--- src/siocfg_pkg.sv ---
// siocfg_pkg: types, constants and helpers of the super i/o configuration port
// used by siocfg_decode and superio_config_unlock_regs; no dependencies
package siocfg_pkg;

   localparam int unsigned DATA_W   = 8;
   localparam int unsigned ADDR_W   = 8;
   localparam int unsigned BASE_W   = 10;
   localparam int unsigned IRQ_W    = 4;
   localparam int unsigned MODE_W   = 3;
   localparam int unsigned DMA_W    = 3;
   localparam int unsigned REGS     = 256;
   localparam int unsigned RSP_W    = 64;

   // unlock keys and the index loaded by the second key
   localparam logic [DATA_W-1:0] KEY_FIRST       = 8'h51;
   localparam logic [DATA_W-1:0] KEY_SECOND      = 8'h29;
   localparam logic [ADDR_W-1:0] INDEX_AFTER_KEY = 8'h93;
   localparam logic [DATA_W-1:0] IDLE_READ       = 8'hff;

   // register addresses that feed the resource map
   localparam logic [ADDR_W-1:0] REG_FDC   = 8'h66;
   localparam logic [ADDR_W-1:0] REG_BASES = 8'h77;
   localparam logic [ADDR_W-1:0] REG_UART0 = 8'h88;
   localparam logic [ADDR_W-1:0] REG_UART1 = 8'h99;
   localparam logic [ADDR_W-1:0] REG_LPTEN = 8'haa;
   localparam logic [ADDR_W-1:0] REG_LPT   = 8'hbb;
   localparam logic [ADDR_W-1:0] REG_IRQ   = 8'hcc;

   // register reset values
   localparam logic [DATA_W-1:0] RST_ENABLE = 8'h01;
   localparam logic [DATA_W-1:0] RST_BASES  = 8'h10;
   localparam logic [DATA_W-1:0] RST_LPT    = 8'h48;
   localparam logic [DMA_W-1:0]  RST_DMA    = 3'd3;

   // decoded i/o bases and readouts
   localparam logic [BASE_W-1:0] BASE_LPT_3BC = 10'h3bc;
   localparam logic [BASE_W-1:0] BASE_LPT_378 = 10'h378;
   localparam logic [BASE_W-1:0] BASE_LPT_278 = 10'h278;
   localparam logic [BASE_W-1:0] BASE_COM_3E8 = 10'h3e8;
   localparam logic [BASE_W-1:0] BASE_COM_3F8 = 10'h3f8;
   localparam logic [BASE_W-1:0] BASE_COM_2E8 = 10'h2e8;
   localparam logic [BASE_W-1:0] BASE_COM_2F8 = 10'h2f8;
   localparam logic [IRQ_W-1:0]  LPT_IRQ5     = 4'd5;
   localparam logic [IRQ_W-1:0]  LPT_IRQ7     = 4'd7;
   localparam logic [DATA_W-1:0] CNFGB_IRQ5   = 8'h38;
   localparam logic [DATA_W-1:0] CNFGB_IRQ7   = 8'h08;

   typedef enum logic [1:0] {
      PH_IDLE  = 2'd0,
      PH_KEY   = 2'd1,
      PH_INDEX = 2'd2,
      PH_DATA  = 2'd3
   } phase_type;

   typedef enum logic [1:0] {
      RD_ZERO,
      RD_ONES,
      RD_INDEX,
      RD_REG
   } rd_src_type;

   // copies of the registers that the resource map decodes
   typedef struct packed {
      logic [DATA_W-1:0] r66;
      logic [DATA_W-1:0] r77;
      logic [DATA_W-1:0] r88;
      logic [DATA_W-1:0] r99;
      logic [DATA_W-1:0] raa;
      logic [DATA_W-1:0] rbb;
      logic [DATA_W-1:0] rcc;
   } shadow_type;

   typedef struct packed {
      logic [DATA_W-1:0] lpt_cnfgb;
      logic [MODE_W-1:0] lpt_mode;
      logic [IRQ_W-1:0]  lpt_irq;
      logic [BASE_W-1:0] lpt_base;
      logic              lpt_enable;
      logic [BASE_W-1:0] uart1_base;
      logic              uart1_enable;
      logic [BASE_W-1:0] uart0_base;
      logic              uart0_enable;
      logic              fdc_enable;
   } map_type;

   localparam shadow_type SHADOW_RESET = '{
      r66: RST_ENABLE, r77: RST_BASES, r88: RST_ENABLE, r99: RST_ENABLE,
      raa: RST_ENABLE, rbb: RST_LPT, rcc: '0};

   // reset value of any register file entry
   function automatic logic [DATA_W-1:0] reg_reset_value(input logic [ADDR_W-1:0] addr);
      logic [DATA_W-1:0] val;
      case (addr)
         REG_FDC, REG_UART0, REG_UART1, REG_LPTEN: val = RST_ENABLE;
         REG_BASES: val = RST_BASES;
         REG_LPT:   val = RST_LPT;
         default:   val = '0;
      endcase
      return val;
   endfunction

endpackage

--- src/superio_config_unlock_regs.sv ---
// superio_config_unlock_regs: keyed configuration port with 256-byte register file
// depends on siocfg_pkg and siocfg_decode
//
//  channel   dir  handshake            payload
//  req_      in   req_tvalid/tready    tdata: write_data; tuser: kind (1 = read)
//  rsp_      out  rsp_tvalid/tready    tdata: read_data, phase, resource map
//  csr_      in   csr_valid/ready      csr_data: ecp dma channel
//
// one word per cycle while no held result stalls; a word is decoded in the cycle
// it is accepted and its result sits in the output register from the next cycle on
// the register file is a 256-entry memory with one read port; its read data is
// registered together with the rest of the result
// reset (synchronous) restores phase, index, register file contents (through
// per-entry valid bits) and the dma channel together, with no clearing pass
// req_tready drops only while a result is held and rsp_tready is low
module superio_config_unlock_regs (
   input  logic                            clock,
   input  logic                            reset,
   // request words
   input  logic                            req_tvalid,
   output logic                            req_tready,
   input  logic [siocfg_pkg::DATA_W-1:0]   req_tdata,   // [7:0] write_data
   input  logic [0:0]                      req_tuser,   // [0] kind
   // response words
   output logic                            rsp_tvalid,
   input  logic                            rsp_tready,
   output logic [siocfg_pkg::RSP_W-1:0]    rsp_tdata,   // [7:0] read_data, [9:8] phase,
                                                        // [10] fdc_enable, [11] uart0_enable,
                                                        // [21:12] uart0_base, [22] uart1_enable,
                                                        // [32:23] uart1_base, [33] lpt_enable,
                                                        // [43:34] lpt_base, [47:44] lpt_irq,
                                                        // [50:48] lpt_mode, [58:51] lpt_cnfgb,
                                                        // [63:59] zero
   // dma channel jumper
   input  logic                            csr_valid,
   output logic                            csr_ready,
   input  logic [siocfg_pkg::DMA_W-1:0]    csr_data
);
   import siocfg_pkg::*;

   // handshake
   logic accept;
   logic is_read;
   logic [DATA_W-1:0] wdata;

   // port state
   phase_type         phase_ff, phase_in;
   logic [ADDR_W-1:0] index_ff, index_in;
   logic [DMA_W-1:0]  dma_ff;
   shadow_type        shadow_ff, shadow_in;

   // fsm outputs
   logic       index_we;
   logic       reg_we;
   rd_src_type rd_src;

   // register file with valid bits; an entry never written reads its reset value
   logic [DATA_W-1:0] mem [REGS];
   logic [REGS-1:0]   valid_ff;

   // output register
   logic              rsp_valid_ff;
   logic [DATA_W-1:0] rd_byte_ff, rd_byte_in;
   logic              rd_mem_ff;
   logic [DATA_W-1:0] mem_q_ff;
   logic              mem_valid_ff;
   logic [DATA_W-1:0] mem_rst_ff;
   phase_type         rsp_phase_ff;
   map_type           map_ff, map_in;
   logic [DATA_W-1:0] read_data;

   assign is_read    = req_tuser[0];
   assign wdata      = req_tdata;
   assign req_tready = ~rsp_valid_ff | rsp_tready;
   assign accept     = req_tvalid & req_tready;
   assign csr_ready  = 1'b1;

   // next phase
   always_comb begin
      phase_in = phase_ff;
      if (is_read) begin
         if (phase_ff == PH_DATA) begin
            phase_in = PH_IDLE;
         end
      end else begin
         case (phase_ff)
            PH_IDLE:  phase_in = (wdata == KEY_FIRST) ? PH_KEY : PH_IDLE;
            PH_KEY:   phase_in = (wdata == KEY_SECOND) ? PH_INDEX : PH_IDLE;
            PH_INDEX: phase_in = PH_DATA;
            PH_DATA:  phase_in = PH_IDLE;
            default:  phase_in = PH_IDLE;
         endcase
      end
   end

   // fsm outputs: index load, register write and read source
   always_comb begin
      index_we = 1'b0;
      index_in = wdata;
      reg_we   = 1'b0;
      rd_src   = RD_ZERO;
      if (is_read) begin
         case (phase_ff)
            PH_INDEX: rd_src = RD_INDEX;
            PH_DATA:  rd_src = RD_REG;
            default:  rd_src = RD_ONES;
         endcase
      end else begin
         case (phase_ff)
            PH_KEY: begin
               // a correct second key points the index at the default register
               index_we = (wdata == KEY_SECOND);
               index_in = INDEX_AFTER_KEY;
            end
            PH_INDEX: index_we = 1'b1;
            PH_DATA:  reg_we   = 1'b1;
            default: begin
               index_we = 1'b0;
               reg_we   = 1'b0;
            end
         endcase
      end
   end

   // shadow copies follow writes to the decoded registers
   always_comb begin
      shadow_in = shadow_ff;
      if (reg_we) begin
         case (index_ff)
            REG_FDC:   shadow_in.r66 = wdata;
            REG_BASES: shadow_in.r77 = wdata;
            REG_UART0: shadow_in.r88 = wdata;
            REG_UART1: shadow_in.r99 = wdata;
            REG_LPTEN: shadow_in.raa = wdata;
            REG_LPT:   shadow_in.rbb = wdata;
            REG_IRQ:   shadow_in.rcc = wdata;
            default:   shadow_in = shadow_ff;
         endcase
      end
   end

   always_comb begin
      case (rd_src)
         RD_ONES:  rd_byte_in = IDLE_READ;
         RD_INDEX: rd_byte_in = index_ff;
         default:  rd_byte_in = '0;
      endcase
   end

   siocfg_decode u_decode (
      .regs    (shadow_in),
      .ecp_dma (dma_ff),
      .map     (map_in)
   );

   // control state
   always_ff @(posedge clock) begin
      if (reset) begin
         phase_ff     <= PH_IDLE;
         index_ff     <= '0;
         shadow_ff    <= SHADOW_RESET;
         valid_ff     <= '0;
         dma_ff       <= RST_DMA;
         rsp_valid_ff <= 1'b0;
      end else begin
         if (csr_valid & csr_ready) begin
            dma_ff <= csr_data;
         end
         if (accept) begin
            phase_ff  <= phase_in;
            shadow_ff <= shadow_in;
            if (index_we) begin
               index_ff <= index_in;
            end
            if (reg_we) begin
               valid_ff[index_ff] <= 1'b1;
            end
         end
         if (accept) begin
            rsp_valid_ff <= 1'b1;
         end else if (rsp_tready) begin
            rsp_valid_ff <= 1'b0;
         end
      end
   end

   // register file: one write port, one registered read port, both at the index
   always_ff @(posedge clock) begin
      if (accept & reg_we) begin
         mem[index_ff] <= wdata;
      end
   end

   always_ff @(posedge clock) begin
      if (accept) begin
         mem_q_ff <= mem[index_ff];
      end
   end

   // result payload
   always_ff @(posedge clock) begin
      if (accept) begin
         mem_valid_ff <= valid_ff[index_ff];
         mem_rst_ff   <= reg_reset_value(index_ff);
         rd_mem_ff    <= (rd_src == RD_REG);
         rd_byte_ff   <= rd_byte_in;
         rsp_phase_ff <= phase_in;
         map_ff       <= map_in;
      end
   end

   assign read_data = rd_mem_ff ? (mem_valid_ff ? mem_q_ff : mem_rst_ff) : rd_byte_ff;

   assign rsp_tvalid = rsp_valid_ff;
   assign rsp_tdata  = {5'b0,
                        map_ff.lpt_cnfgb, map_ff.lpt_mode, map_ff.lpt_irq, map_ff.lpt_base,
                        map_ff.lpt_enable, map_ff.uart1_base, map_ff.uart1_enable,
                        map_ff.uart0_base, map_ff.uart0_enable, map_ff.fdc_enable,
                        rsp_phase_ff, read_data};

endmodule

--- src/siocfg_decode.sv ---
// siocfg_decode: resource map decode from the shadowed configuration registers
// depends on siocfg_pkg
module siocfg_decode (
   input  siocfg_pkg::shadow_type             regs,
   input  logic [siocfg_pkg::DMA_W-1:0]       ecp_dma,
   output siocfg_pkg::map_type                map
);
   import siocfg_pkg::*;

   logic              irq5;
   logic [DATA_W-1:0] dma_bits;

   assign irq5     = regs.rcc[7];
   // dma channels 4 and up read back as zero
   assign dma_bits = ecp_dma[DMA_W-1] ? '0 : DATA_W'(ecp_dma);

   always_comb begin
      map.fdc_enable   = regs.r66[0];
      map.uart0_enable = regs.r88[0];
      map.uart0_base   = regs.r77[4] ? BASE_COM_3E8 : BASE_COM_3F8;
      map.uart1_enable = regs.r99[0];
      map.uart1_base   = regs.r77[1] ? BASE_COM_2E8 : BASE_COM_2F8;
      map.lpt_enable   = regs.raa[0];
      case (regs.rbb[3:2])
         2'b10:   map.lpt_base = BASE_LPT_378;
         2'b11:   map.lpt_base = BASE_LPT_278;
         default: map.lpt_base = BASE_LPT_3BC;
      endcase
      map.lpt_irq   = irq5 ? LPT_IRQ5 : LPT_IRQ7;
      map.lpt_mode  = {~regs.rbb[6], regs.rbb[5], regs.rbb[4]};
      map.lpt_cnfgb = (irq5 ? CNFGB_IRQ5 : CNFGB_IRQ7) | dma_bits;
   end

endmodule

--- config.mk ---
export PLATFORM = sky130hd
export DESIGN_NAME = superio_config_unlock_regs
export DESIGN_NICKNAME = d
export VERILOG_FILES = /design/src/siocfg_pkg.sv /design/src/superio_config_unlock_regs.sv /design/src/siocfg_decode.sv
export SDC_FILE = /design/constraint.sdc
export NUM_CORES = 2
export LEC_CHECK = 0
export ABC_AREA = 1
export BUFFER_PORTS_ARGS = -buffer_cell sky130_fd_sc_hd__buf_2
export CORE_MARGIN = 1.5
export CORE_UTILIZATION = 45
export CTS_CLUSTER_SIZE = 20
export DETAILED_ROUTE_END_ITERATION = 8
export SYNTH_ARGS = -nofsm -noshare
export SYNTH_HDL_FRONTEND = slang
export SYNTH_SLANG_ARGS = --single-unit
--- constraint.sdc ---
create_clock -name clock -period 2.3 [get_ports clock]
set_input_delay 0.46 -clock clock [delete_from_list [all_inputs] [get_ports clock]]
set_output_delay 0.46 -clock clock [all_outputs]
set_load 0.01 [all_outputs]
**Yosys cells after proc, flatten, opt, wreduce, memory -nomap -nowiden**

Memory sizes are Yosys's and may differ from the RTL's. A register that Yosys moved wholly into a read port is not among the register bits.
Cells that the tools add are included.

- $add $sub $neg: 0
- Muxes and demuxes: 39
- Bitwise gates (word level): 7
- Shifts and indexed selects: 0
- Equality and inequality tests: 17
- Divide/modulo/power cells: 0
- $mul: 0
- Reduce and logical (&&, ||, !) cells: 12
- $lt $le $gt $ge: 2

Operators by type and width:

| cell | count |
|---|---|
| 256-bit bitwise OR | 1 |
| 8-bit 2-to-1 mux | 10 |
| 49-bit 2-to-1 mux | 1 |
| 8-bit == test, second input constant | 5 |
| 8-bit by 7-bit == test with 1-bit output, second input constant | 3 |
| 7-bit one-hot mux with 3 select lines | 1 |
| 9-bit one-hot mux with 2 select lines | 1 |
| 3-bit AND reduction | 6 |
| 8-bit one-hot mux with 2 select lines | 1 |
| 2-bit == test, second input constant | 6 |
| 2-bit 2-to-1 mux | 6 |
| 1-bit 2-to-1 mux | 11 |
| 5-bit 2-to-1 mux | 2 |
| 8-bit by 9-bit < comparator with 1-bit output, second input constant | 1 |
| 1-bit binary-select mux with 8-bit select | 1 |
| 1-bit demux with 8-bit select | 1 |
| 8-bit by 6-bit == test with 1-bit output, second input constant | 1 |
| 8-bit by 1-bit greater-or-equal comparator with 1-bit output, second input constant | 1 |
| 8-bit bitwise OR | 1 |
| 2-bit one-hot mux with 4 select lines | 1 |
| 6-bit 2-to-1 mux | 1 |
| 2-bit by 1-bit == test with 1-bit output, second input constant | 2 |
| 2-bit one-hot mux with 2 select lines | 1 |
| 2-bit AND reduction | 2 |
| other kinds (8) | 10 |

- Output and inout bits: 67
- Bits in registers: 388
- Memory bits (writable): 2048
- Logic and storage cells: 111
- Memories: 1
- Latch bits: 0
- Bits in read-only memories: 0
- Bits of input ports: 17

Memory list:

| name | depth | bits a word | read ports | clocked after Yosys merged registers in | wr ports | line | RTL |
|---|---|---|---|---|---|---|---|
| mem | 256 | 8 | 1 | 1 | 1 | superio_config_unlock_regs.sv:58 | `logic [DATA_W-1:0] mem [REGS];` |

**Logic depth before layout (Yosys ltp)**

- Depth in word-level cells: 6
- Mapped depth: 16
- Mapped depth without buffers: 13

**Hierarchy**

From an unflattened synthesis, not the netlist that was laid out.

- Cells, all modules: 10134
- Area total of the unflattened synthesis: 100617.8 µm²

By module, submodules not included:

| module | instances | area an instance (µm²) | cells an instance | sequential area each (µm²) |
|---|---|---|---|---|
| superio_config_unlock_regs | 1 | 100268.7 | 10081 | 70187.3 |
| siocfg_decode | 1 | 349.1 | 53 | 0.0 |

**Worst setup path before layout**

Ideal clock, no wire load.

- Path kind: input port to flip-flop
- Start point: input port rsp_tready
- End point: memory mem[136][0], enable pin
- Data required time: 1975 ps
- Stages on the path: 6
- Buffers on the path: 0
- Setup time: 325 ps
- Data arrival time: 2171 ps
- Slack: -195 ps
- Cells stage by stage: inv_1 > nand2_1 > nand2_1 > inv_1 > nand2_1 > inv_1

- Cells in the longest elaborated chain, start to end: 5

RTL lines:

| what | line | RTL |
|---|---|---|
| from (decl) | superio_config_unlock_regs.sv:26 | `input logic rsp_tready,` |
| 1-bit bitwise OR | superio_config_unlock_regs.sv:74 | `assign req_tready = ~rsp_valid_ff \| rsp_tready;` |
| named net req_tready | superio_config_unlock_regs.sv:21 | `output logic req_tready,` |
| 1-bit AND | superio_config_unlock_regs.sv:75 | `assign accept = req_tvalid & req_tready;` |
| named net accept | superio_config_unlock_regs.sv:42 | `logic accept;` |
| 1-bit AND | superio_config_unlock_regs.sv:189 | `if (accept & reg_we) begin` |
| 1-bit 2-to-1 mux | superio_config_unlock_regs.sv:189 |  |
| 1-bit 2-to-1 mux (implied by the code) | superio_config_unlock_regs.sv:190 | `mem[index_ff] <= wdata;` |
| to (decl) | superio_config_unlock_regs.sv:58 |  |

The timed path passes the listed nets, and every way through them passes these cells.

==> impl_metrics.toml <==
[global_route]
track_usage_pct = 27.1
met1_usage_pct = 36.8
grt_overflow_total = 0
grt_start_max_net_pins = 121
grtUsageMet3_pct = 4.36
grt_pass1_vias = 70192
top_usage_layer = "met2"
antenna_found_initial = 6
grt_pass1_wl_mm = 447
grtUsageMet2_pct = 43.4

[synth]
yosysTopAreaCellShare_pct = 64.0
synth_compound_area_share_pct = 1.62
synth-simple-area-share_pct = 25.3
synthAdderAreaFrac_pct = 0.0511
netlist_instances = 9828
avgSynthCellArea_sq_um = 9.96
ys_seq_area_share_pct = 69.8
synthMuxAreaShare_pct = 0.0102
synth_warnings = 0
synth_area_leaders = "edfxtp_1 (64%), nand2_1 (21%), dfxtp_1 (5.8%)"
synth_top_family_by_area = "simple AND/OR/NAND/NOR gates"
syn_area_sq_um = 97900
synth_xor_area_share_pct = 0
ys_types = 34
synth_seq_cells = 2369
yosysTopAreaCell = "edfxtp_1"

[clock_tree]
cts_tree = "yes"
cts.sinks = 2369
clk_latency_ns = 0.91
cts_buffers = 240
cts_max_path_buffers = 3
clk_pin_slew_ns = 0.07
clock-root-buffer = "clkbuf_16"
cts_max_level = 4

[status]
status = "finished, violations left"
violations = "negative setup slack"

[detailed_routing]
drt_wl_total_mm = 306
drt-initial-drc-count = 7870
drt_first_pass_iters = 5
num_vias = 72418
ant_nets = 0
routed_via_density = 5.25
drc_errors = 0
wl_per_cell_um = 22.2

[floorplanning]
row_count = 171
fp.dieW_um = 469
num_io_pins = 84
die_height_um = 469
start_util_pct = 45.2
die_area_sq_um = 220000
core_sq_um = 217000

[place]
place_congestion = 0.917
dpl_worst_slack_ns = -0.922
placedCellCount = 13112
dp_hpwl_mm = 182
port_buffers = 46

[worst_hold_path]
hold_class = "input port to register"

[timing]
slew_headroom_pct = 45.3
drv_slew = 0
whs_ns = 0.127
skew_ns = 0.0641
hold_viol = 0
post-route-period-util_pct = 119
worstMarginPinSlew_ns = 0.820
period_needed_ns = 2.73
rsz0062_at_grt = "true"
fmax_mhz = 366
report.final.setup_viol = 578
layout_setup_ws_ns = -0.433

[cells_and_area]
syn2layout_area_growth_pct = 24.7
final_cell_mix = "nand2_1 (5300), edfxtp_1 (2087), nor2_1 (619)"
drive_gt1_share_pct = 18.0
finish.net_count = 10745
final_common_cell = "nand2_1"
final_cells = 13800

[pwr]
irDropWorstVdd_uv = 874
p_sw_share_pct = 21.3
combPwrFrac_pct = 3.4
total_power_mw = 89.6
p_leak_nw = 49.7
p_per_area_nw_per_um2 = 734
p_sw_mw = 19.1
internal-power_mw = 70.5
p_seq_share_pct = 52.2
clkPwrFrac_pct = 44.3

[setup_path]
start_kind = "register"
cp_max_fo = 23
end_kind = "register"
worstPathRequired_ns = 2.96
critPathKind = "register to register"
arrival_ns = 3.39

[run]
cap_violations = 0
-- worst max-delay path, stage by stage, from the launching register on --
cell	delay, ns
dfxtp_4	0.48
buf_4	0.39
buf_4	0.27
a21oi_1	0.09
o21ai_1	0.14
nand2_1	0.12
o21ai_0	0.21
nand2_2	0.12
nor2_1	0.14
buf_4	0.16
nor2_1	0.07
nor2_1	0.10
buf_4	0.11
nand2_1	0.04
-- state kept, by name, summed over array words and instances (netlist names), 3 cells and up --
register and cells:
dma_ff 3, index_ff 8, mem 2048, mem_q_ff 8, mem_rst_ff 3, rd_byte_ff 8
rsp_tdata 16, shadow_ff 12, valid_ff 256
-- metrics by stage --
step                TNS (ns)  util, %  area, sq um
floorplan              -3.60        -        98000
global placement     -341.53     49.7       108000
detailed placement   -358.71     49.7       108000
CTS                   -34.45     55.5       120000
global route          -87.77     56.3       122000
finish                -62.85     56.3       122000
-- final cells by class --
type / instances / area [sq um]
fillers: 18161 / 94600
flip-flops and latches: 2369 / 68300
multi-input cells: 6835 / 28700
repair buffers: 1158 / 12800
clock buffers: 333 / 6670
well taps: 2854 / 3570
clock inverters: 126 / 1460
inverters: 119 / 556
diodes: 5 / 12.5
repair inverters: 1 / 11.3
-- synthesized netlist by cell type --
cell,n
nand2_1,5392
edfxtp_1,2087
nor2_1,829
buf_2,321
dfxtp_1,282
nand3_1,221
o21ai_0,212
clkbuf_1,126
inv_1,96
a21oi_1,52
buf_4,43
buf_1,40
inv_2,21
nor2_2,17
o21ai_1,15
buf_6,10
nor2_4,10
o211ai_1,9
a211oi_1,8
nor3_1,8
nand2_2,6
a22o_1,4
ha_1,4
a31oi_1,2
conb_1,2
nand4_1,2
nor3_2,2
a2111o_1,1
a22oi_1,1
clkinv_1,1
inv_4,1
mux2i_1,1
nor2_8,1
nor4_1,1
-- cell families after synthesis --
kind of cell    Yosys count
simple gates           6489
flops                  2369
buf+inv                 659
compound gates          304
fa+ha+maj                 4
other cells               2
mux                       1
-- power by group through the flow --
stage / combinational, mW / sequential [mW] / clock, mW
floorplan: 0.945 / 47.7 / 0
global placement: 2.67 / 47.7 / 0
detailed placement: 2.68 / 47.7 / 0
CTS: 2.98 / 46.8 / 40.2
global route: 3.24 / 46.8 / 41.8
finish: 3.09 / 46.8 / 39.7
-- layer usage --
layer | vias up | share of wire [%]
li1 | 33705 | -
met1 | 35128 | 41
met2 | 3008 | 47
met3 | 575 | 8.2
met4 | 2 | 4.2
met5 | - | 0.0029
-- worst paths after layout --
kind,from,endpoint,slack (ns),cells after the start
min reg2reg,valid_ff[65],valid_ff[65],0.47,2
max reg2reg,index_ff[1],mem_q_ff[2],-0.43,13
min,req_tdata[5],phase_ff[0],0.13,6
max,index_ff[1],mem_q_ff[2],-0.43,13
-- repair_timing --
action,CTS,global route
hold endpoints to repair,49,0
cloned,84,33
endpoints found under the setup margin,1766,1593
gates resized for setup,780,410
pin swaps,132,125
buffers inserted,79,32
hold buffers,18,0
Note: power is estimated with default switching activity, not from simulation.
